[config.mk]
export PLATFORM = sky130hd
export DESIGN_NAME = token_boundary_scanner_flat
export DESIGN_NICKNAME = d
export VERILOG_FILES = /design/src/hw/rtl/tbs_pkg.sv /design/src/hw/rtl/tbs_if.sv /design/src/hw/rtl/tbs_char_class.sv /design/src/hw/rtl/tbs_scan_core.sv /design/src/hw/rtl/token_boundary_scanner.sv /design/src/flat_wrapper.sv
export VERILOG_INCLUDE_DIRS = /design/src /design/src/hw/rtl
export SDC_FILE = /design/constraint.sdc
export NUM_CORES = 1
export LEC_CHECK = 0
export ABC_AREA = 0
export BUFFER_PORTS_ARGS = -buffer_cell sky130_fd_sc_hd__buf_2
export CORE_UTILIZATION = 48
export DETAILED_ROUTE_END_ITERATION = 8
export HOLD_SLACK_MARGIN = 0.12
export PLACE_DENSITY = 0.8
export SYNTH_ARGS = -nofsm -noshare
export SYNTH_HDL_FRONTEND = slang
export SYNTH_SLANG_ARGS = --single-unit
export TNS_END_PERCENT = 1
[constraint.sdc]
create_clock -name clk_i -period 2.5 [get_ports clk_i]
set_clock_uncertainty 0.1 [all_clocks]
set_input_delay 0.125 -clock clk_i [delete_from_list [all_inputs] [get_ports clk_i]]
set_output_delay 0.125 -clock clk_i [all_outputs]
set_load 0.01 [all_outputs]
[src/hw/rtl/token_boundary_scanner_macros.svh]
// Assertion macros for the token boundary scanner.
// No dependencies; included by files that carry concurrent assertions.
`ifndef TOKEN_BOUNDARY_SCANNER_MACROS_SVH
`define TOKEN_BOUNDARY_SCANNER_MACROS_SVH
`ifndef ASSERT_OFF
// Clocked assertion, disabled while reset is asserted (active low)
`define TBS_ASSERT(lbl, clk, rstn, prop) \
  lbl: assert property (@(posedge clk) disable iff (!(rstn)) (prop)) \
    else $error("token_boundary_scanner: assertion failed");
// Clocked assertion that also holds during reset
`define TBS_ASSERT_ALWAYS(lbl, clk, prop) \
  lbl: assert property (@(posedge clk) (prop)) \
    else $error("token_boundary_scanner: assertion failed");
`else
`define TBS_ASSERT(lbl, clk, rstn, prop)
`define TBS_ASSERT_ALWAYS(lbl, clk, prop)
`endif
`endif

[src/hw/rtl/tbs_pkg.sv]
// Shared types and constants for the token boundary scanner.
// No dependencies; used by every other RTL file except the macros header.
package tbs_pkg;

  localparam int unsigned CharW = 8;
  localparam int unsigned PosW  = 16;
  localparam int unsigned AddrW = 3;
  localparam int unsigned DataW = 32;

  // Register byte offsets
  localparam logic [AddrW-1:0] RegHalt = 3'd0;

  // Characters of interest
  localparam logic [CharW-1:0] ChZero  = 8'h00;
  localparam logic [CharW-1:0] ChSpace = 8'h20;
  localparam logic [CharW-1:0] ChNl    = 8'h0A;
  localparam logic [CharW-1:0] ChQuote = 8'h22;
  localparam logic [CharW-1:0] ChLBrk  = 8'h5B;
  localparam logic [CharW-1:0] ChRBrk  = 8'h5D;
  localparam logic [CharW-1:0] ChLBrc  = 8'h7B;
  localparam logic [CharW-1:0] ChRBrc  = 8'h7D;
  localparam logic [CharW-1:0] ChLPar  = 8'h28;
  localparam logic [CharW-1:0] ChRPar  = 8'h29;
  localparam logic [CharW-1:0] ChLt    = 8'h3C;
  localparam logic [CharW-1:0] ChGt    = 8'h3E;
  localparam logic [CharW-1:0] ChDot   = 8'h2E;
  localparam logic [CharW-1:0] ChStar  = 8'h2A;
  localparam logic [CharW-1:0] ChBang  = 8'h21;
  localparam logic [CharW-1:0] ChQmark = 8'h3F;
  localparam logic [CharW-1:0] ChUscore = 8'h5F;
  localparam logic [CharW-1:0] ChPlus  = 8'h2B;
  localparam logic [CharW-1:0] ChHash  = 8'h23;
  localparam logic [CharW-1:0] ChEq    = 8'h3D;
  localparam logic [CharW-1:0] ChColon = 8'h3A;
  localparam logic [CharW-1:0] ChMinus = 8'h2D;
  localparam logic [CharW-1:0] ChSlash = 8'h2F;
  localparam logic [CharW-1:0] ChLowA  = 8'h61;
  localparam logic [CharW-1:0] ChLowZ  = 8'h7A;
  localparam logic [CharW-1:0] ChUpA   = 8'h41;
  localparam logic [CharW-1:0] ChUpZ   = 8'h5A;
  localparam logic [CharW-1:0] Ch0     = 8'h30;
  localparam logic [CharW-1:0] Ch9     = 8'h39;

  localparam logic [PosW-1:0] PosMax = {PosW{1'b1}};

  typedef enum logic [1:0] {
    ROLE_SPACE = 2'd0,
    ROLE_START = 2'd1,
    ROLE_CONT  = 2'd2,
    ROLE_END   = 2'd3
  } char_role_e;

  typedef enum logic [2:0] {
    KIND_NONE    = 3'd0,
    KIND_PUNCT   = 3'd1,
    KIND_STRING  = 3'd2,
    KIND_SYMBOL  = 3'd3,
    KIND_UNKNOWN = 3'd4
  } token_kind_e;

  // Scanner mode, one-hot
  typedef enum logic [3:0] {
    MODE_BETWEEN = 4'b0001,
    MODE_STRING  = 4'b0010,
    MODE_SYMBOL  = 4'b0100,
    MODE_ENDED   = 4'b1000
  } scan_mode_e;

  // Character class flags
  typedef struct packed {
    logic is_zero;
    logic is_space;   // space or newline
    logic is_str_end; // quote or newline
    logic is_quote;
    logic is_alnum;
    logic is_sym_cont;
    logic is_punct;
  } char_class_t;

  // One classified character
  typedef struct packed {
    char_role_e       role;
    token_kind_e      kind;
    logic             closes;
    logic [PosW-1:0]  pos;
    logic [CharW-1:0] ch;
  } scan_result_t;

  // Core status towards the top level
  typedef struct packed {
    logic ended;
    logic token_open;
  } scan_status_t;

endpackage

[src/hw/rtl/tbs_if.sv]
// Valid/ready stream interfaces for the token boundary scanner.
// Depends on tbs_pkg for field widths.
interface tbs_in_if;
  logic                      valid;
  logic                      ready;
  logic [tbs_pkg::CharW-1:0] char_in;

  modport source (output valid, output char_in, input ready);
  modport sink   (input valid, input char_in, output ready);
endinterface

interface tbs_out_if;
  logic                      valid;
  logic                      ready;
  logic [1:0]                char_role;
  logic [2:0]                token_kind;
  logic                      closes_previous;
  logic [tbs_pkg::PosW-1:0]  char_position;
  logic [tbs_pkg::CharW-1:0] char_out;

  modport source (output valid, output char_role, output token_kind,
                  output closes_previous, output char_position,
                  output char_out, input ready);
  modport sink   (input valid, input char_role, input token_kind,
                  input closes_previous, input char_position,
                  input char_out, output ready);
endinterface

[src/hw/rtl/tbs_char_class.sv]
// Character classifier: decodes one byte into class flags.
// Depends on tbs_pkg.
module tbs_char_class (
  input  logic [tbs_pkg::CharW-1:0] ch_i,
  output tbs_pkg::char_class_t      cls_o
);

  logic alnum;
  logic nl;

  assign nl    = (ch_i == tbs_pkg::ChNl);
  assign alnum = (ch_i >= tbs_pkg::ChLowA && ch_i <= tbs_pkg::ChLowZ) ||
                 (ch_i >= tbs_pkg::ChUpA  && ch_i <= tbs_pkg::ChUpZ)  ||
                 (ch_i >= tbs_pkg::Ch0    && ch_i <= tbs_pkg::Ch9);

  // Flag decode
  always_comb begin
    cls_o.is_zero     = (ch_i == tbs_pkg::ChZero);
    cls_o.is_space    = (ch_i == tbs_pkg::ChSpace) || nl;
    cls_o.is_quote    = (ch_i == tbs_pkg::ChQuote);
    cls_o.is_str_end  = (ch_i == tbs_pkg::ChQuote) || nl;
    cls_o.is_alnum    = alnum;
    cls_o.is_sym_cont = alnum ||
                        (ch_i == tbs_pkg::ChUscore) || (ch_i == tbs_pkg::ChPlus) ||
                        (ch_i == tbs_pkg::ChHash)   || (ch_i == tbs_pkg::ChEq)   ||
                        (ch_i == tbs_pkg::ChColon)  || (ch_i == tbs_pkg::ChMinus) ||
                        (ch_i == tbs_pkg::ChSlash);
    cls_o.is_punct    = (ch_i == tbs_pkg::ChLBrk) || (ch_i == tbs_pkg::ChRBrk) ||
                        (ch_i == tbs_pkg::ChLBrc) || (ch_i == tbs_pkg::ChRBrc) ||
                        (ch_i == tbs_pkg::ChLPar) || (ch_i == tbs_pkg::ChRPar) ||
                        (ch_i == tbs_pkg::ChLt)   || (ch_i == tbs_pkg::ChGt)   ||
                        (ch_i == tbs_pkg::ChDot)  || (ch_i == tbs_pkg::ChStar) ||
                        (ch_i == tbs_pkg::ChBang) || (ch_i == tbs_pkg::ChQmark);
  end

endmodule

[src/hw/rtl/tbs_scan_core.sv]
// Scanner state machine: mode, open-token flag and position counter,
// producing one classified result per accepted beat. Depends on tbs_pkg.
module tbs_scan_core (
  input  logic                       clk_i,
  input  logic                       rst_ni,
  input  logic                       step_i,
  input  logic                       halt_i,
  input  logic [tbs_pkg::CharW-1:0]  ch_i,
  input  tbs_pkg::char_class_t       cls_i,
  output tbs_pkg::scan_result_t      res_o,
  output tbs_pkg::scan_status_t      status_o
);

  tbs_pkg::scan_mode_e      mode_q, mode_d;
  logic                     open_q, open_d;
  logic [tbs_pkg::PosW-1:0] pos_q, pos_d;

  // Next state and result for the character on the input
  always_comb begin
    mode_d       = mode_q;
    open_d       = open_q;
    res_o.role   = tbs_pkg::ROLE_END;
    res_o.kind   = tbs_pkg::KIND_NONE;
    res_o.closes = 1'b0;
    res_o.pos    = pos_q;
    res_o.ch     = ch_i;

    priority if (halt_i || mode_q == tbs_pkg::MODE_ENDED) begin
      // end reported, mode and open flag left alone; position still advances
    end else if (cls_i.is_zero) begin
      res_o.closes = open_q;
      mode_d       = tbs_pkg::MODE_ENDED;
      open_d       = 1'b0;
    end else if (mode_q == tbs_pkg::MODE_STRING) begin
      res_o.role = tbs_pkg::ROLE_CONT;
      res_o.kind = tbs_pkg::KIND_STRING;
      if (cls_i.is_str_end) begin
        mode_d = tbs_pkg::MODE_BETWEEN;
      end
    end else if (mode_q == tbs_pkg::MODE_SYMBOL && cls_i.is_sym_cont) begin
      res_o.role = tbs_pkg::ROLE_CONT;
      res_o.kind = tbs_pkg::KIND_SYMBOL;
    end else begin
      // between tokens, or a symbol has just ended
      res_o.closes = open_q;
      mode_d       = tbs_pkg::MODE_BETWEEN;
      if (cls_i.is_space) begin
        res_o.role = tbs_pkg::ROLE_SPACE;
        open_d     = 1'b0;
      end else begin
        res_o.role = tbs_pkg::ROLE_START;
        open_d     = 1'b1;
        priority if (cls_i.is_punct) begin
          res_o.kind = tbs_pkg::KIND_PUNCT;
        end else if (cls_i.is_quote) begin
          res_o.kind = tbs_pkg::KIND_STRING;
          mode_d     = tbs_pkg::MODE_STRING;
        end else if (cls_i.is_alnum) begin
          res_o.kind = tbs_pkg::KIND_SYMBOL;
          mode_d     = tbs_pkg::MODE_SYMBOL;
        end else begin
          res_o.kind = tbs_pkg::KIND_UNKNOWN;
        end
      end
    end
  end

  // Saturating position counter
  assign pos_d = (pos_q == tbs_pkg::PosMax) ? pos_q : pos_q + 1'b1;

  // State registers, updated per accepted beat
  always_ff @(posedge clk_i or negedge rst_ni) begin
    if (!rst_ni) begin
      mode_q <= tbs_pkg::MODE_BETWEEN;
      open_q <= 1'b0;
      pos_q  <= '0;
    end else if (step_i) begin
      mode_q <= mode_d;
      open_q <= open_d;
      pos_q  <= pos_d;
    end
  end

  assign status_o.ended      = (mode_q == tbs_pkg::MODE_ENDED);
  assign status_o.token_open = open_q;

endmodule

[src/hw/rtl/token_boundary_scanner.sv]
// Token boundary scanner: one character in, one labelled result out per beat.
// The result of an input beat is captured in the output register as the beat is accepted.
// Throughput: 1 beat per cycle while the output is ready; the output register refills in the cycle it drains.
// Reset (rst_ni, async, low): mode between tokens, no open token,
// position 0, halt 0, output register empty. No clearing pass.
// Depends on tbs_pkg, tbs_if, tbs_char_class, tbs_scan_core and the macros header.
`include "token_boundary_scanner_macros.svh"

module token_boundary_scanner (
  input  logic                      clk_i,
  input  logic                      rst_ni,
  tbs_in_if.sink                    in_i,
  tbs_out_if.source                 out_o,
  input  logic                      psel,
  input  logic                      penable,
  input  logic                      pwrite,
  input  logic [tbs_pkg::AddrW-1:0] paddr,
  input  logic [tbs_pkg::DataW-1:0] pwdata,
  output logic [tbs_pkg::DataW-1:0] prdata,
  output logic                      pready
);

  logic                  halt_q;
  logic                  in_fire;
  logic                  out_valid_q;
  tbs_pkg::scan_result_t res_d, res_q;
  tbs_pkg::char_class_t  cls;
  tbs_pkg::scan_status_t status;
  logic                  reg_hit;

  // Configuration port: halt register at word 0
  assign pready  = 1'b1;
  assign reg_hit = (paddr[tbs_pkg::AddrW-1] == tbs_pkg::RegHalt[tbs_pkg::AddrW-1]);
  assign prdata  = reg_hit ? {{(tbs_pkg::DataW-1){1'b0}}, halt_q} : '0;

  always_ff @(posedge clk_i or negedge rst_ni) begin
    if (!rst_ni) begin
      halt_q <= 1'b0;
    end else if (psel && penable && pwrite && reg_hit) begin
      halt_q <= pwdata[0];
    end
  end

  // Input handshake: take a beat whenever the output register frees up
  assign in_i.ready = !out_valid_q || out_o.ready;
  assign in_fire    = in_i.valid && in_i.ready;

  tbs_char_class u_class (
    .ch_i  (in_i.char_in),
    .cls_o (cls)
  );

  tbs_scan_core u_core (
    .clk_i    (clk_i),
    .rst_ni   (rst_ni),
    .step_i   (in_fire),
    .halt_i   (halt_q),
    .ch_i     (in_i.char_in),
    .cls_i    (cls),
    .res_o    (res_d),
    .status_o (status)
  );

  // Output register
  always_ff @(posedge clk_i or negedge rst_ni) begin
    if (!rst_ni) begin
      out_valid_q <= 1'b0;
    end else if (in_fire) begin
      out_valid_q <= 1'b1;
    end else if (out_o.ready) begin
      out_valid_q <= 1'b0;
    end
  end

  always_ff @(posedge clk_i) begin
    if (in_fire) begin
      res_q <= res_d;
    end
  end

  assign out_o.valid           = out_valid_q;
  assign out_o.char_role       = res_q.role;
  assign out_o.token_kind      = res_q.kind;
  assign out_o.closes_previous = res_q.closes;
  assign out_o.char_position   = res_q.pos;
  assign out_o.char_out        = res_q.ch;

  // Checks
  `TBS_ASSERT(a_end_sticky, clk_i, rst_ni, status.ended |=> status.ended)
  `TBS_ASSERT(a_no_kind_off_token, clk_i, rst_ni, (out_valid_q && (res_q.role == tbs_pkg::ROLE_END || res_q.role == tbs_pkg::ROLE_SPACE)) |-> (res_q.kind == tbs_pkg::KIND_NONE))
  `TBS_ASSERT(a_ended_closed, clk_i, rst_ni, status.ended |-> !status.token_open)
  `TBS_ASSERT_ALWAYS(a_ready_when_empty, clk_i, !out_valid_q |-> in_i.ready)

endmodule

[src/flat_wrapper.sv]
// flat-port wrapper written by rule: the top's interface ports become plain ports
module token_boundary_scanner_flat 
  (clk_i, rst_ni, psel, penable, pwrite, paddr, pwdata, prdata, pready, in_i_valid, in_i_char_in, in_i_ready, out_o_valid, out_o_char_role, out_o_token_kind, out_o_closes_previous, out_o_char_position, out_o_char_out, out_o_ready);
  tbs_in_if in_i_i ();
  tbs_out_if out_o_i ();
  input  logic clk_i;
  input  logic rst_ni;
  input  logic psel;
  input  logic penable;
  input  logic pwrite;
  input  logic [tbs_pkg::AddrW-1:0] paddr;
  input  logic [tbs_pkg::DataW-1:0] pwdata;
  output logic [tbs_pkg::DataW-1:0] prdata;
  output logic pready;
  input wire logic [$bits(in_i_i.valid)-1:0] in_i_valid;
  input wire logic [$bits(in_i_i.char_in)-1:0] in_i_char_in;
  output wire logic [$bits(in_i_i.ready)-1:0] in_i_ready;
  output wire logic [$bits(out_o_i.valid)-1:0] out_o_valid;
  output wire logic [$bits(out_o_i.char_role)-1:0] out_o_char_role;
  output wire logic [$bits(out_o_i.token_kind)-1:0] out_o_token_kind;
  output wire logic [$bits(out_o_i.closes_previous)-1:0] out_o_closes_previous;
  output wire logic [$bits(out_o_i.char_position)-1:0] out_o_char_position;
  output wire logic [$bits(out_o_i.char_out)-1:0] out_o_char_out;
  input wire logic [$bits(out_o_i.ready)-1:0] out_o_ready;
  assign in_i_i.valid = in_i_valid;
  assign in_i_i.char_in = in_i_char_in;
  assign in_i_ready = in_i_i.ready;
  assign out_o_valid = out_o_i.valid;
  assign out_o_char_role = out_o_i.char_role;
  assign out_o_token_kind = out_o_i.token_kind;
  assign out_o_closes_previous = out_o_i.closes_previous;
  assign out_o_char_position = out_o_i.char_position;
  assign out_o_char_out = out_o_i.char_out;
  assign out_o_i.ready = out_o_ready;
  token_boundary_scanner u_core (.clk_i(clk_i), .rst_ni(rst_ni), .in_i(in_i_i), .out_o(out_o_i), .psel(psel), .penable(penable), .pwrite(pwrite), .paddr(paddr), .pwdata(pwdata), .prdata(prdata), .pready(pready));
endmodule
; After elaboration in Yosys (flattened, before gate mapping)
; Index checks and enable logic that the tools add are counted.
; Widths: inputs -> output; s select.
[word_totals]
word_cells = 120
ram_bits = 0
in_bits = 50
n_memories = 0
reg_bits = 53
latch_bits = 0
romBits = 0
[op_classes]
bitwise_logic = 3
reduce_logical = 42
div = 0
n_lt_le_gt_ge = 6
n_addsub = 1
multipliers = 0
n_eq_ne = 30
muxes = 25
n_shift = 0
[ops]
columns = operator, count
row1 = $eq 8x6->1 const B, 16
row2 = $eq 8x7->1 const B, 5
row3 = $logic_or 1x1->1, 24
row4 = $mux 3, 8
row5 = $mux 4, 6
row6 = $add 16x1->16 const B, 1
row7 = $eq 16x16->1 const B, 1
row8 = $ge 8x7->1 const B, 2
row9 = $le 8x7->1 const B, 2
row10 = $mux 1, 11
row11 = $eq 8x4->1 const B, 1
row12 = $ge 8x6->1 const B, 1
row13 = $le 8x6->1 const B, 1
row14 = $logic_and 1x1->1, 8
row15 = $logic_not 8->1, 1
row16 = $reduce_and 4->1, 2
row17 = $reduce_or 7->1, 1
row18 = $eq 4x2->1 const B, 1
row19 = $eq 4x3->1 const B, 1
row20 = $eq 4x4->1 const B, 1
row21 = $ne 2x1->1 const B, 2
row22 = $reduce_or 4->1, 1
row23 = $ne 3x1->1 const B, 1
row24 = $ne 3x2->1 const B, 1
row25 = other kinds (6), 8

; Depth between registers and ports, before layout
[depth]
ltp_word = 17
ltp_mapped = 6

; Hierarchy
; Synthesis repeated with hierarchy kept, for this count alone.
[hier_totals]
hier_cells = 253
area_unflattened_um2 = 2851.5
[modules_own_cells]
columns = module, area_each_um2, instances, cells_per_inst, seq_area_each_um2
row1 = tbs_scan_core, 1311.3, 1, 136, 526.8
row2 = token_boundary_scanner, 1246.2, 1, 72, 950.9
row3 = tbs_char_class, 294.0, 1, 45, 0.0

; Worst setup path before layout
; OpenSTA, ideal clock, no wires.
[synth_path]
path_kind = reg-to-reg
start = register u_core.out_valid_q, in the netlist u_core.out_o.valid
end = register u_core.u_core.open_q
slack_ps = 208
stages_incl_launch_ff = 7
arrival_time_ps = 2112
period_less_slack_ps = 2292
path_cell_list = dfrtp_1 nand2b_1 nand2_1 inv_1 nand2_1 or4b_4 o211ai_2
[synth_via]
elab_chain_len = 4
[synth_rtl]
columns = element, line_no
row1 = "start, declared", token_boundary_scanner.sv:25  ; logic out_valid_q;
row2 = "start signal, assigned", token_boundary_scanner.sv:67  ; out_valid_q <= 1'b0;
row3 = "start signal, assigned", token_boundary_scanner.sv:69  ; out_valid_q <= 1'b1;
row4 = "start signal, assigned", token_boundary_scanner.sv:71  ; out_valid_q <= 1'b0;
row5 = $logic_not 1->1, token_boundary_scanner.sv:45  ; assign in_i.ready = !out_valid_q || out_o.ready;
row6 = $logic_or 1x1->1, token_boundary_scanner.sv:45
row7 = via in_i_ready, flat_wrapper.sv:17  ; output wire logic [$bits(in_i_i.ready)-1:0] in_i_ready;
row8 = $logic_and 1x1->1, token_boundary_scanner.sv:46  ; assign in_fire = in_i.valid && in_i.ready;
row9 = via u_core.in_fire, token_boundary_scanner.sv:24  ; logic in_fire;
row10 = $reduce_and 4->1 (no line), --
row11 = "end signal, assigned", tbs_scan_core.sv:79  ; open_q <= open_d;
row12 = "end, declared", tbs_scan_core.sv:15  ; logic open_q, open_d;
; The timed path passes the listed nets, and every way through them passes these cells.
; A chain may end at the register's enable or synchronous reset.

; Final worst setup path
[layout_path]
start = input port in_i_char_in[2]
end = register u_core.res_q, in the netlist u_core.out_o.char_role[1], data pin
[layout_via]
elab_chain_len = 13
word_cells_on_any_way = 28
classes_between = order compare (6) / eq/ne (7) / reduce/logical (15)
[layout_rtl]
columns = element, line_no
row1 = "start, declared", flat_wrapper.sv:16  ; input wire logic [$bits(in_i_i.char_in)-1:0] in_i_char_in;
row2 = "$ge 8x7->1, or another cell as far along", tbs_char_class.sv:12  ; assign alnum = (ch_i >= tbs_pkg::ChLowA && ch_i <= tbs_pkg::ChLowZ) ||
row3 = "$logic_and 1x1->1, on equally long branches", "tbs_char_class.sv:12, tbs_char_class.sv:13"
row4 = $logic_or 1x1->1, tbs_char_class.sv:12
row5 = $logic_or 1x1->1, tbs_char_class.sv:13  ; (ch_i >= tbs_pkg::ChUpA && ch_i <= tbs_pkg::ChUpZ) ||
row6 = $logic_or 1x1->1, tbs_char_class.sv:23  ; cls_o.is_sym_cont = alnum ||
row7 = $logic_or 1x1->1 (2 in a row), tbs_char_class.sv:24  ; (ch_i == tbs_pkg::ChUscore) || (ch_i == tbs_pkg::ChPlus) ||
row8 = $logic_or 1x1->1 (2 in a row), tbs_char_class.sv:25  ; (ch_i == tbs_pkg::ChHash) || (ch_i == tbs_pkg::ChEq) ||
row9 = $logic_or 1x1->1 (2 in a row), tbs_char_class.sv:26  ; (ch_i == tbs_pkg::ChColon) || (ch_i == tbs_pkg::ChMinus) ||
row10 = $logic_and 1x1->1, tbs_scan_core.sv:40  ; end else if (mode_q == tbs_pkg::MODE_SYMBOL && cls_i.is_sym_cont) begin
row11 = $reduce_or 4->1 (no line) *, --
row12 = "end signal, assigned", token_boundary_scanner.sv:77  ; res_q <= res_d;
row13 = "end, declared", token_boundary_scanner.sv:26  ; tbs_pkg::scan_result_t res_d, res_q;
; Every way passes the cells marked *; elsewhere a longest branch is shown, timed or not.

==> flow_metrics.tcl <==
set metrics [dict create \
    dp.cells 343 \
    maxSlewViolCount 0 \
    critPathMaxStageDelay_ps 520 \
    switching_share 0.280 \
    setup_viol 0 \
    max_slew.worst_pin.slew_ps 584 \
    grt_pass1_vias 1616 \
    status "complete, no violations" \
    tns_ps 0 \
    hp-class "in -> async" \
    maxCapViolCount 0 \
    startpoint_type "primary input" \
    irDropWorstVdd_mv 0.283 \
    dieArea_sq_um 5890 \
    cts.sinks 53 \
    initial_core_util 0.512 \
    synthDistinctLibCells 58 \
    synthCells 225 \
    pre_cts_slack_ps 451 \
    slew_headroom 0.605 \
    h-tree-depth 2 \
    routedWlPerCell_um 11.9 \
    core-area_sq_um 5240 \
    via_count 1777 \
    wl_mm 4.33 \
    end_kind "flop" \
    dp_hpwl_mm 3.13 \
    crit_path_cell_trace "dlygate4sd3_1 -> buf_2 -> mux2_4 -> and3_4 -> a32o_2 -> nor3b_2 -> nand3_1" \
    rows 26 \
    gp_congestion 0.856 \
    instances_no_fill 364 \
    avgSynthCellArea_sq_um 11.9 \
    leakagePower_nw 1.42 \
    period_minus_slack_ps 2200 \
    ys.flop_type "edfxtp_1" \
    ys_ff_latch 53 \
    dpl-instance-area_sq_um 2900 \
    p_switching_mw 0.569 \
    numCtsBuffers 5 \
    worstSetupPathType "in -> reg" \
    fmax_ghz 0.456 \
    p_int_mw 1.46 \
    combPwrFrac 0.185 \
    power.share.clock 0.241 \
    clockRootBuffer "clkbuf_8" \
    die_w_um 76.8 \
    gr-usage-all-layers 0.158 \
    crit_fanout 10 \
    post_cts_resized 0 \
    cts_max_path_buffers 2 \
    slowest_stage "dlygate4sd3_1" \
    insertedDiodeCount 0 \
    nets 344 \
    crit_required_ps 2420 \
    clkTransAtPathRegs_ps 100 \
    final_cell_area_sq_um 3120 \
    die_h_um 76.8 \
    hold_viol_final 0 \
    grt_max_degree 24 \
    synthArstFlopShare 0.434 \
    p_per_area_nw_per_um2 650 \
    grt_first_pass_wirelength_mm 7.31 \
    cts_tree "built" \
    cp.arrival_ps 2110 \
    final_core_util 0.597 \
    antenna_found_initial 0 \
    ant_nets 0 \
    clock_latency_ps 300 \
    route.detailed.drc 0 \
    num-fill-cells 453 \
    num_io_pins 115 \
    fin_total_pwr_mw 2.03 \
    ys_warn_count 0 \
    grt_overflow 0 \
    io_buffers 49 \
    seq_power_share 0.574 \
    synth_edf_count 30 \
    post_route_cells_drive_above_1_share 0.262 \
    rsz0062_at_grt "no" \
    fin_crit_sh 0.878 \
    setup_ws_ps 305 \
    drt_iter0_drc 162 \
    seq_area_frac_synth 0.551 \
    via_per_inst 4.88 \
    synthToLayoutAreaGrowth_pct 16.4 \
    post_synth_instance_area_sq_um 2680 \
    dr.pass1.iters 4 \
    whs_ps 224 \
]
-- what timing repair did --
action / 4_1_cts / 5_1_grt
endpoints found under the hold margin: 33 / 0
buffers inserted: 0 / 0
hold buffers: 13 / 0
-- area by class of cell --
cell class                      count  area, sq um  share of cell area
Timing Repair Buffer               66          405               0.130
Tap cell                           70         87.6              0.0280
Sequential cell                    53         1480               0.473
Clock inverter                      2         13.8             0.00441
Multi-Input combinational cell    157         1020               0.326
Inverter                           10         37.5              0.0120
Clock buffer                        6         82.6              0.0264
-- power by group through the flow --
| stage | registers [mW] | clock network, mW | logic [mW] |
|---|---|---|---|
| floorplan | 1.18 | 0 | 0.260 |
| global placement | 1.17 | 0 | 0.345 |
| detailed placement | 1.18 | 0 | 0.356 |
| CTS | 1.17 | 0.498 | 0.376 |
| global route | 1.18 | 0.536 | 0.424 |
| finish | 1.17 | 0.490 | 0.375 |
-- logic make-up after synthesis --
family | share of synthesized area
AOI/OAI and AO/OA | 0.0755
xor gates and xnor gates | 0.0522
adders and majority gates | 0.00466
buffers and inverters | 0.111
DFF | 0.551
muxes | 0.0336
other | 0.00280
and+or+nand+nor | 0.169
-- cells in the mapped netlist, types with 2 or more instances --
cell | instances | share of area
a21oi_1 | 4 | 0.0075
and2_1 | 2 | 0.0047
or2_2 | 2 | 0.0047
nand4_1 | 4 | 0.0093
buf_4 | 32 | 0.090
o21ai_0 | 2 | 0.0037
nor2b_1 | 3 | 0.0070
mux2_2 | 3 | 0.013
and4_1 | 2 | 0.0065
nand2b_1 | 5 | 0.012
nor4_1 | 2 | 0.0047
nor3_1 | 11 | 0.021
nor2_1 | 12 | 0.017
inv_1 | 10 | 0.014
mux2i_1 | 3 | 0.011
xor2_1 | 10 | 0.033
conb_1 | 2 | 0.0028
nand2_1 | 12 | 0.017
edfxtp_1 | 30 | 0.34
dfrtp_1 | 22 | 0.21
nand3_1 | 7 | 0.013
xnor2_1 | 6 | 0.020
and3_1 | 2 | 0.0047
buf_2 | 2 | 0.0037
nor4b_1 | 2 | 0.0065
-- per-layer routing --
metal / track usage / up-vias / share of wire
li1: - / 881 / -
met1: 0.205 / 817 / 0.46
met2: 0.258 / 75 / 0.47
met3: 0.0381 / 4 / 0.061
met4: 0.0519 / 0 / 0.0088
met5: 0 / - / 0
-- path summary, 6_finish.rpt --
path	to	slack (ps)	cells past startpoint	start
setup / recovery	u_core.out_o.char_role[1]	300	7	in_i_char_in[2]
hold / removal	u_core.u_core.pos_q[9]	220	2	rst_ni
setup reg to reg	u_core.u_core.pos_q[1]	430	5	u_core.u_core.pos_q[0]
hold reg to reg	u_core.out_o.char_position[11]	360	0	u_core.u_core.pos_q[11]
max in group asynchronous	u_core.u_core.mode_q[0]	1700	2	rst_ni
min in group clk_i	u_core.u_core.pos_q[12]	300	5	out_o_ready
-- state kept, by name (all words and copies together) (netlist names) --
signal and count:
u_core.halt_q 1, u_core.out_o.char_role 2, u_core.out_o.closes_previous 1, u_core.out_o.token_kind 3, u_core.u_core.pos_q 16, u_core.out_o.valid 1
u_core.u_core.mode_q 4, u_core.out_o.char_out 8, u_core.out_o.char_position 16, u_core.u_core.open_q 1
-- cells in the final DEF, fill, tap and decap left out, types with 10 or more instances in the layout --
cell type      Yosys  layout
dlygate4sd3_1      0      13
xor2_1            10      10
dfrtp_1           22      22
conb_1             2      32
nand2_1           12      12
edfxtp_1          30      30
nor3_1            11      11
buf_2              2      49
nor2_1            12      12
inv_1             10      10
-- critical path: cells and delay by family --
kind	cells	cell delay, ps
buf+inv	2	750
simple gates	3	660
mux	1	320
compound gates	1	270
(Power assumes the default switching activity.)
